**src/lfrs_pkg.sv**
```systemverilog
`timescale 1ns / 1ps

package lfrs_pkg;

    localparam int NUM_ROOMS_DEF = 16;
    localparam int CFG_W         = 5;
    localparam int TIME_W        = 32;
    localparam int ATIME_W       = 48;
    localparam int COUNT_W       = 32;
    localparam int ROOM_W        = 4;
    localparam int IN_DATA_W     = 64;
    localparam int OUT_DATA_W    = 136;
    localparam int OUT_USER_W    = 2;

    localparam logic [CFG_W-1:0]   NUM_ROOMS_RST = 5'd16;
    localparam logic [ATIME_W-1:0] ATIME_MAX     = '1;
    localparam logic [COUNT_W-1:0] COUNT_MAX     = '1;

    typedef enum logic [2:0] {
        S_WAIT   = 3'd0,
        S_SCAN   = 3'd1,
        S_DRAIN  = 3'd2,
        S_PICK   = 3'd3,
        S_COMMIT = 3'd4,
        S_DONE   = 3'd5
    } step_t;

    typedef enum logic [2:0] {
        OP_NOP,
        OP_ACCEPT,
        OP_READ,
        OP_PICK,
        OP_COMMIT
    } op_t;

    typedef enum logic [2:0] {
        C_NEVER,
        C_ALWAYS,
        C_NO_INPUT,
        C_MORE,
        C_OUT_BUSY
    } cond_t;

    typedef struct packed {
        op_t   op;
        cond_t cond;
        step_t target;
    } ctrl_t;

    function automatic ctrl_t ucode(step_t s);
        ctrl_t w;
        unique case (s)
            S_WAIT:   w = '{op: OP_ACCEPT, cond: C_NO_INPUT, target: S_WAIT};
            S_SCAN:   w = '{op: OP_READ,   cond: C_MORE,     target: S_SCAN};
            S_DRAIN:  w = '{op: OP_NOP,    cond: C_NEVER,    target: S_WAIT};
            S_PICK:   w = '{op: OP_PICK,   cond: C_NEVER,    target: S_WAIT};
            S_COMMIT: w = '{op: OP_COMMIT, cond: C_OUT_BUSY, target: S_COMMIT};
            S_DONE:   w = '{op: OP_NOP,    cond: C_ALWAYS,   target: S_WAIT};
            default:  w = '{op: OP_NOP,    cond: C_ALWAYS,   target: S_WAIT};
        endcase
        return w;
    endfunction

endpackage

```
**src/lowest_free_room_scheduler.sv**
```systemverilog
`timescale 1ns / 1ps

// Meeting room allocator. Each request word (start, end) is booked into the
// lowest-numbered active room free at its start, or else into the room that
// frees earliest, with the start pushed back and the duration kept. One
// result word per request gives the room, real start and end, delayed and
// out-of-order flags, and the most-booked room with its count. For each
// request a small microcode program scans the active rooms of the room
// table one entry per cycle through its single read port, then picks,
// updates and loads the output register. The next request
// is taken while a result still waits on the output.
module lowest_free_room_scheduler
    import lfrs_pkg::*;
#(
    parameter int NUM_ROOMS = NUM_ROOMS_DEF
) (
    input  logic                  aclk,
    input  logic                  aresetn,
    input  logic                  cfg_valid,
    output logic                  cfg_ready,
    input  logic [CFG_W-1:0]      cfg_data,       // num_rooms
    input  logic                  s_tvalid,
    output logic                  s_tready,
    input  logic [IN_DATA_W-1:0]  s_tdata,        // start_time, end_time
    output logic                  m_tvalid,
    input  logic                  m_tready,
    output logic [OUT_DATA_W-1:0] m_tdata,        // room, actual_start, actual_end,
                                                  // best_room, best_count
    output logic [OUT_USER_W-1:0] m_tuser         // delayed, out_of_order
);

    localparam int RW = (NUM_ROOMS > 1) ? $clog2(NUM_ROOMS) : 1;
    localparam int CW = $clog2(NUM_ROOMS + 1);

    // room tables
    logic [ATIME_W-1:0] busy_mem [NUM_ROOMS];
    logic [COUNT_W-1:0] cnt_mem  [NUM_ROOMS];
    logic [NUM_ROOMS-1:0] vld_reg;

    step_t step_reg, step_next;
    ctrl_t cw;
    logic  jump;

    logic [CFG_W-1:0]   num_rooms_reg;
    logic [CW-1:0]      act_n;
    logic [CW-1:0]      idx_reg;
    logic [RW-1:0]      rd_addr;
    logic [ATIME_W-1:0] busy_rd_reg;
    logic [COUNT_W-1:0] cnt_rd_reg;
    logic               rd_vld_reg;
    logic               pend_reg;
    logic [RW-1:0]      eval_idx_reg;
    logic [ATIME_W-1:0] bu;

    logic [TIME_W-1:0]  start_reg, dur_reg, prev_start_reg;
    logic               ooo_reg;
    logic               found_reg;
    logic [RW-1:0]      found_idx_reg;
    logic [RW-1:0]      earl_idx_reg;
    logic [ATIME_W-1:0] earl_val_reg;

    logic [RW-1:0]      room_reg, pick_room;
    logic [ATIME_W-1:0] astart_reg, pick_start;
    logic [ATIME_W-1:0] aend_reg;
    logic [ATIME_W:0]   aend_sum;
    logic               delayed_reg;

    logic [RW-1:0]      leader_reg;
    logic [COUNT_W-1:0] leader_cnt_reg;
    logic [COUNT_W-1:0] cnt_cur, cnt_inc;
    logic               take_lead;

    logic               out_busy, commit;
    logic               m_valid_reg;
    logic [OUT_DATA_W-1:0] m_data_reg;
    logic [OUT_USER_W-1:0] m_user_reg;

    logic [TIME_W-1:0]  in_start, in_end;

    assign in_start = s_tdata[TIME_W-1:0];
    assign in_end   = s_tdata[2*TIME_W-1:TIME_W];

    assign cfg_ready = 1'b1;
    assign s_tready  = (cw.op == OP_ACCEPT);
    assign m_tvalid  = m_valid_reg;
    assign m_tdata   = m_data_reg;
    assign m_tuser   = m_user_reg;

    assign out_busy = m_valid_reg && !m_tready;
    assign commit   = (cw.op == OP_COMMIT) && !out_busy;

    always_comb begin
        if (num_rooms_reg == '0) begin
            act_n = CW'(1);
        end else if (int'(num_rooms_reg) > NUM_ROOMS) begin
            act_n = CW'(NUM_ROOMS);
        end else begin
            act_n = CW'(num_rooms_reg);
        end
    end

    // sequencer
    always_comb begin
        cw = ucode(step_reg);
        unique case (cw.cond)
            C_NEVER:    jump = 1'b0;
            C_ALWAYS:   jump = 1'b1;
            C_NO_INPUT: jump = !s_tvalid;
            C_MORE:     jump = (idx_reg + CW'(1)) < act_n;
            C_OUT_BUSY: jump = out_busy;
            default:    jump = 1'b1;
        endcase
        if (jump) begin
            step_next = cw.target;
        end else begin
            step_next = step_t'(step_reg + 3'd1);
        end
    end

    always_ff @(posedge aclk) begin
        if (!aresetn) begin
            step_reg <= S_WAIT;
        end else begin
            step_reg <= step_next;
        end
    end

    always_ff @(posedge aclk) begin
        if (!aresetn) begin
            num_rooms_reg <= NUM_ROOMS_RST;
        end else if (cfg_valid) begin
            num_rooms_reg <= cfg_data;
        end
    end

    // table read and write; the picked room stays addressed while commit waits
    assign rd_addr = ((cw.op == OP_PICK) || (cw.op == OP_COMMIT)) ? pick_room
                                                                  : idx_reg[RW-1:0];

    always_ff @(posedge aclk) begin
        busy_rd_reg <= busy_mem[rd_addr];
        cnt_rd_reg  <= cnt_mem[rd_addr];
        if (commit) begin
            busy_mem[room_reg] <= aend_reg;
            cnt_mem[room_reg]  <= cnt_inc;
        end
    end

    always_ff @(posedge aclk) begin
        if (!aresetn) begin
            vld_reg <= '0;
        end else if (commit) begin
            vld_reg[room_reg] <= 1'b1;
        end
    end

    always_ff @(posedge aclk) begin
        rd_vld_reg <= vld_reg[rd_addr];
    end

    assign bu = rd_vld_reg ? busy_rd_reg : '0;

    // scan
    always_ff @(posedge aclk) begin
        if (!aresetn) begin
            pend_reg <= 1'b0;
        end else begin
            pend_reg <= (cw.op == OP_READ);
        end
        eval_idx_reg <= idx_reg[RW-1:0];
        if (cw.op == OP_ACCEPT) begin
            idx_reg       <= '0;
            found_reg     <= 1'b0;
            found_idx_reg <= '0;
            earl_idx_reg  <= '0;
            earl_val_reg  <= ATIME_MAX;
        end else begin
            if (cw.op == OP_READ) begin
                idx_reg <= idx_reg + CW'(1);
            end
            if (pend_reg) begin
                if (!found_reg && bu <= {{(ATIME_W-TIME_W){1'b0}}, start_reg}) begin
                    found_reg     <= 1'b1;
                    found_idx_reg <= eval_idx_reg;
                end
                if (bu < earl_val_reg) begin
                    earl_idx_reg <= eval_idx_reg;
                    earl_val_reg <= bu;
                end
            end
        end
    end

    // request latch
    always_ff @(posedge aclk) begin
        if (!aresetn) begin
            prev_start_reg <= '0;
        end else if (s_tvalid && s_tready) begin
            prev_start_reg <= in_start;
        end
    end

    always_ff @(posedge aclk) begin
        if (s_tvalid && s_tready) begin
            start_reg <= in_start;
            dur_reg   <= (in_end > in_start) ? (in_end - in_start) : '0;
            ooo_reg   <= in_start < prev_start_reg;
        end
    end

    // pick
    assign pick_room  = found_reg ? found_idx_reg : earl_idx_reg;
    assign pick_start = found_reg ? {{(ATIME_W-TIME_W){1'b0}}, start_reg} : earl_val_reg;
    assign aend_sum   = {1'b0, pick_start} + {{(ATIME_W+1-TIME_W){1'b0}}, dur_reg};

    always_ff @(posedge aclk) begin
        if (cw.op == OP_PICK) begin
            room_reg    <= pick_room;
            astart_reg  <= pick_start;
            aend_reg    <= aend_sum[ATIME_W] ? ATIME_MAX : aend_sum[ATIME_W-1:0];
            delayed_reg <= !found_reg;
        end
    end

    // commit
    assign cnt_cur   = rd_vld_reg ? cnt_rd_reg : '0;
    assign cnt_inc   = (cnt_cur == COUNT_MAX) ? cnt_cur : cnt_cur + COUNT_W'(1);
    assign take_lead = (room_reg == leader_reg) || (cnt_inc > leader_cnt_reg) ||
                       ((cnt_inc == leader_cnt_reg) && (room_reg < leader_reg));

    always_ff @(posedge aclk) begin
        if (!aresetn) begin
            leader_reg     <= '0;
            leader_cnt_reg <= '0;
        end else if (commit && take_lead) begin
            leader_reg     <= room_reg;
            leader_cnt_reg <= cnt_inc;
        end
    end

    // output register
    always_ff @(posedge aclk) begin
        if (!aresetn) begin
            m_valid_reg <= 1'b0;
        end else if (commit) begin
            m_valid_reg <= 1'b1;
        end else if (m_tready) begin
            m_valid_reg <= 1'b0;
        end
    end

    always_ff @(posedge aclk) begin
        if (commit) begin
            m_data_reg <= {take_lead ? cnt_inc : leader_cnt_reg,
                           ROOM_W'(take_lead ? room_reg : leader_reg),
                           aend_reg,
                           astart_reg,
                           ROOM_W'(room_reg)};
            m_user_reg <= {ooo_reg, delayed_reg};
        end
    end

endmodule

```
**config.mk**
```make
export PLATFORM = sky130hd
export DESIGN_NAME = lowest_free_room_scheduler
export DESIGN_NICKNAME = d
export VERILOG_FILES = /design/src/lfrs_pkg.sv /design/src/lowest_free_room_scheduler.sv
export SDC_FILE = /design/constraint.sdc
export NUM_CORES = 2
export LEC_CHECK = 0
export BUFFER_PORTS_ARGS = -buffer_cell sky130_fd_sc_hd__buf_2
export CAP_MARGIN = 20
export CORE_UTILIZATION = 30
export DETAILED_ROUTE_END_ITERATION = 8
export GPL_TIMING_DRIVEN = 1
export SETUP_SLACK_MARGIN = 0.1
export SLEW_MARGIN = 40
export SYNTH_ARGS = -nofsm -noshare
export SYNTH_HDL_FRONTEND = slang
export SYNTH_SLANG_ARGS = --single-unit
```
**constraint.sdc**
```tcl
create_clock -name aclk -period 32.3 [get_ports aclk]
set_input_delay 8.075 -clock aclk [delete_from_list [all_inputs] [get_ports aclk]]
set_output_delay 8.075 -clock aclk [all_outputs]
set_load 0.02 [all_outputs]
```
# Word level (Yosys, flattened, before mapping)
# Memories as Yosys holds them, arrays and structs flattened. A register that Yosys moved wholly into a read port is not among the register bits.
# Cells that the tools add are included.
dict set report word_totals {
  register_bits 465
  ramBits 1280
  output_inout_bits 141
  wordCells 98
  n_memories 2
}
# name depth word_bits read_ports rd_clocked_by_memory_dff write_ports line
set memory_table {}
lappend memory_table {busy_mem 16 48 1 1 1 lowest_free_room_scheduler.sv:36} ;# logic [ATIME_W-1:0] busy_mem [NUM_ROOMS];
lappend memory_table {cnt_mem 16 32 1 1 1 lowest_free_room_scheduler.sv:37} ;# logic [COUNT_W-1:0] cnt_mem [NUM_ROOMS];
dict set report classes {
  add_sub_neg 5
  magnitude_cmp 11
  n_eq_ne 14
  n_mux 21
  bitwise_logic 1
  reduce_logical 20
}
# op count
set op_table {}
lappend op_table {{$mux W32} 3}
lappend op_table {{$mux W48} 2}
lappend op_table {{$gt A32 B32 Y1} 2}
lappend op_table {{$add A48 B32 Y49} 1}
lappend op_table {{$le A48 B32 Y1} 1}
lappend op_table {{$lt A48 B48 Y1} 1}
lappend op_table {{$pmux W9 S5} 1}
lappend op_table {{$add A32 B1 Y32 const B} 1}
lappend op_table {{$eq A32 B32 Y1} 1}
lappend op_table {{$eq A32 B32 Y1 const B} 1}
lappend op_table {{$lt A32 B32 Y1} 1}
lappend op_table {{$sub A32 B32 Y32} 1}
lappend op_table {{$eq A3 B2 Y1 const B} 6}
lappend op_table {{$or A16 B16 Y16} 1}
lappend op_table {{$mux W4} 3}
lappend op_table {{$lt A4 B5 Y1 const B} 2}
lappend op_table {{$mux W5} 2}
lappend op_table {{$eq A3 B3 Y1 const B} 3}
lappend op_table {{$logic_and A1 B1 Y1} 7}
lappend op_table {{$eq A3 B1 Y1 const B} 2}
lappend op_table {{$logic_not A3 Y1} 2}
lappend op_table {{$mux W1} 6}
lappend op_table {{$add A5 B1 Y5 const B} 1}
lappend op_table {{$gt A5 B5 Y1 const B} 1}
lappend op_table {{other kinds (14)} 20}

# Logic depth before layout (Yosys ltp)
dict set report depth {
  word_depth 7
  depth_mapped 24
  ltp_nobuf 20
}

# Least setup slack after synthesis
# Ideal clock, no wire load.
dict set report synth_timing {
  path_kind {input-to-reg}
  from {in m_tready}
  to {mem busy_mem[12][0] (enable)}
  setup_time_ps 618
  arrival_ps 17350
  required_ps 31682
  slack_ps 14331
  cell_stages 5
  path_cell_list {nor2b_1 > or3_1 > inv_1 > nand3_1 > nor3_1}
}
dict set report synth_via {
  elab_chain_len 6
}
# element line
set synth_lines {}
lappend synth_lines {{start, declared} lowest_free_room_scheduler.sv:26} ;# input logic m_tready,
lappend synth_lines {{$logic_not A1 Y1} lowest_free_room_scheduler.sv:89} ;# assign out_busy = m_valid_reg && !m_tready;
lappend synth_lines {{$logic_and A1 B1 Y1} lowest_free_room_scheduler.sv:89}
lappend synth_lines {{$logic_not A1 Y1} lowest_free_room_scheduler.sv:90} ;# assign commit = (cw.op == OP_COMMIT) && !out_busy;
lappend synth_lines {{$logic_and A1 B1 Y1} lowest_free_room_scheduler.sv:90}
lappend synth_lines {{named net commit} lowest_free_room_scheduler.sv:73} ;# logic out_busy, commit;
lappend synth_lines {{$mux W1} lowest_free_room_scheduler.sv:143} ;# if (commit) begin
lappend synth_lines {{$mux W1 (not written as such)} lowest_free_room_scheduler.sv:144} ;# busy_mem[room_reg] <= aend_reg;
lappend synth_lines {{end, declared} lowest_free_room_scheduler.sv:36}
# The timed path passes the listed nets, and every way through them passes these cells.

# Worst setup path after layout
dict set report layout_timing {
  from {in m_tready}
  to {mem cnt_mem[12][29] (enable)}
}
dict set report layout_via {
  elab_chain_len 6
}
# element line
set layout_lines {}
lappend layout_lines {{$logic_not A1 Y1} lowest_free_room_scheduler.sv:89}
lappend layout_lines {{$logic_and A1 B1 Y1} lowest_free_room_scheduler.sv:89}
lappend layout_lines {{$logic_not A1 Y1} lowest_free_room_scheduler.sv:90}
lappend layout_lines {{$logic_and A1 B1 Y1} lowest_free_room_scheduler.sv:90}
lappend layout_lines {{named net commit} lowest_free_room_scheduler.sv:73}
lappend layout_lines {{$mux W1} lowest_free_room_scheduler.sv:143}
lappend layout_lines {{$mux W1 (not written as such)} lowest_free_room_scheduler.sv:145} ;# cnt_mem[room_reg] <= cnt_inc;
lappend layout_lines {{end, declared} lowest_free_room_scheduler.sv:37}
# The timed path passes the listed nets, and every way through them passes these cells.

==> results.md <==
- Root buf cell: clkbuf_16
- Post-Syn Instances: about 4600
- Pins Over Slew Limit: 0
- Clock slew seen by the registers of the worst setup and hold paths: about 0.06 ns
- Vias per std cell: between 4 and 5
- Setup violators final: 0
- Slowest Stage Delay on Critical Path: 0.68 ns
- Critical Path AT: around 12 ns
- Max frequency: approximately 0.09 GHz
- Worst-margin pin slew: 0.879 ns
- Filler instances: 23600
- First-pass GRT wire length: 269 mm
- Setup Crit Path Kind: input pin to flip-flop
- Vias in the first global route: between 40000 and 50000
- Final HPWL DP: 116 mm
- Mapped cell area: 75100 sq um
- First-pass iteration count of the detailed router: 6
- Antenna-violating nets left: 0
- Die area: roughly 250000 sq um
- Total grt overflow: 0
- Clock latency on the worst-skew pair: 0.86 ns
- Hold buffers post-CTS: 0
- Seq/Total Area, Yosys: 0.698
- Final Hold Vio Count: 0
- Area delta synth->final: 15.5%
- Critical Path Sink Type: flip-flop
- Layout cells sized above 1: 0.198
- M1 GR Usage: 0.184
- Seq cells post-synth: 1825
- Initial antenna violation count: 12
- Status: finished, final reports clean
- RSZ-0062 raised after global routing: false
- Die X: about 500 microns
- Initial core utilization: 0.302
- Max VDD drop: between 0.1 and 0.15 mV
- Max-slew headroom: 0.414
- DRC: 0
- Synth Area per Inst: around 16 sq um
- Data required, critical path: approximately 33 ns
- Count of different cell masters after synthesis: 82
- Vias: just over 40000
- Tcrit/Tclk final: 0.348
- Core area: 249000 sq um
- Most flop-heavy register: busy_mem
- Leak: about 30 nW
- HP Class: flip-flop to flip-flop
- Final wirelength: 182 mm
- Primary FF master, synth: edfxtp_1
- Crit path cell chain: buf_2 > nor2b_1 > or3_1 > inv_6 > buf_6 > nand3_1 > nor3_2 > buf_4 > buf_4
- Ys Warns: 0
- FF-to-FF setup slack: 26.21 ns
- Largest net degree at the start of global routing: ~110
- PD cells: 81.6 nW/um^2
- I/O pins: between 200 and 250
- Sink Count: about 1800
- Max Clock Skew: 0.0818 ns
- Fin crit period: about 11 ns
- # rows: ~180
- Met3 usage: 0.0214
- Post-CTS sizing: 0
- CTS tree: yes
- H-tree levels: 4
- Crit Path Max Fanout: 63
- IO buf count: 213
- Syn nets: 4876
- GRT busiest layer: met2
- Placed instance area: 80400 sq um
- Routability cong.: 0.867
- Crit start category: input pin
- 1st-iter DRT viols: about 3000
- Final Instance Area: ~87000 sq um
- Nets: between 5000 and 6000
- Max FFs per register: approximately 770
- Max-cap violations: 0
- CTS Buf Count: 182
- Post-synth EDFFs: 1584
- Setup TNS: 0 ns
- M2 GR Usage: 0.243
- Chip height: 502 microns
- Commonest non-fill, non-tap cells in the layout: edfxtp_1 (1584), mux4_2 (324), nand2_1 (298)
- Critical path's most frequent cell: buf_4
- Clock Tree Buf Depth: 3
- DR WL/cell: 21.7 microns
- Setup Buffers After CTS: 0
- Slowest library cell on the worst path: buf_4
- FFs w/ async S/R, synth: 0
- Leading cell type in the layout, fill and taps excluded: edfxtp_1
- GRT Resource Usage Total: 0.143
-- cell usage after synthesis, types with 10 or more instances --
cell | count | area (sq um)
a211oi_1 | 106 | 796
a21o_1 | 71 | 533
a21oi_1 | 214 | 1070
a31oi_1 | 17 | 106
and2_1 | 64 | 400
and3_1 | 11 | 68.8
buf_1 | 12 | 45.0
buf_2 | 81 | 405
buf_4 | 15 | 113
buf_6 | 10 | 113
clkbuf_1 | 87 | 327
dfxtp_1 | 241 | 4820
edfxtp_1 | 1584 | 47600
ha_1 | 220 | 2750
inv_1 | 215 | 807
mux2_2 | 29 | 327
mux2i_1 | 111 | 1110
mux4_2 | 324 | 7300
nand2_1 | 299 | 1120
nand2b_1 | 19 | 119
nand3_1 | 47 | 235
nand4_1 | 53 | 332
nor2_1 | 195 | 732
nor2b_1 | 105 | 657
nor3_1 | 34 | 170
nor4_1 | 14 | 87.6
o211ai_1 | 57 | 428
o21a_1 | 14 | 105
o21ai_0 | 105 | 526
o21bai_1 | 12 | 90.1
or3_1 | 13 | 81.3
xnor2_1 | 50 | 438
xor2_1 | 43 | 377
-- cells by family (layout without fill, tap and decap cells) --
group,after synthesis,after routing,share of synthesized area
buffers and inverters,423,876,0.0243
muxes,467,467,0.117
adders and majority gates,222,222,0.0372
xor gates and xnor gates,94,94,0.0111
DFF,1825,1825,0.698
and+or+nand+nor,880,880,0.0562
other,1,6,0.0000499
AOI/OAI and AO/OA,668,668,0.0569
-- routing by layer --
| layer | part of all wire | vias up |
|---|---|---|
| met3 | 0.045 | 260 |
| met4 | 0.031 | 4 |
| li1 | - | 18400 |
| met1 | 0.42 | 21000 |
| met5 | 0.00012 | - |
| met2 | 0.50 | 1012 |
-- through the flow --
| stage | hold slack, ns | instances | total power, W | util | setup slack [ns] |
|---|---|---|---|---|---|
| floorplan | 0.329 | 4580 | 0.00436 | - | 14.33 |
| global placement | 0.405 | 8009 | 0.00495 | 0.323 | 19.30 |
| detailed placement | 0.405 | 8015 | 0.00498 | 0.324 | 20.12 |
| CTS | 0.419 | 8358 | 0.00716 | 0.348 | 20.96 |
| global route | 0.425 | 8365 | 0.00742 | 0.349 | 20.85 |
| finish | 0.417 | 8368 | 0.00708 | 0.349 | 21.07 |
-- report_power, final --
part | leakage (nW) | internal [W] | total, W | switching (W)
Sequential | 15.9 | 0.00301 | 0.00327 | 0.000257
Combinational | 11.2 | 0.000601 | 0.00165 | 0.00105
Clock | 2.99 | 0.00123 | 0.00216 | 0.000934
Total | 30.1 | 0.00484 | 0.00708 | 0.00224
-- worst paths after layout --
| path | from | endpoint | depth (start not counted) |
|---|---|---|---|
| hold / removal | astart_reg[27] | m_tdata[31] | 0 |
| hold reg to reg | astart_reg[27] | m_tdata[31] | 0 |
| setup reg to reg | rd_vld_reg | leader_cnt_reg[8] | 20 |
| setup / recovery | m_tready | cnt_mem[12][29] | 9 |
-- layout make-up --
class / instances / area (sq um) / share of cell area
timing repair buffer: 316 / 2060 / 0.0237
clock buffer: 230 / 4900 / 0.0565
clock inverter: 113 / 1310 / 0.0151
inverter: 217 / 823 / 0.00949
antenna: 5 / 12.5 / 0.000144
multi-input combinational: 2332 / 21100 / 0.243
tap: 3330 / 4170 / 0.0480
sequential: 1825 / 52400 / 0.604
-- worst max-delay path, delay by kind of cell --
family / cells / cell delay (ns)
buffers and inverters: 5 / 2.25
and+or+nand+nor: 4 / 1.22
Power figures use the tool's default switching activity.
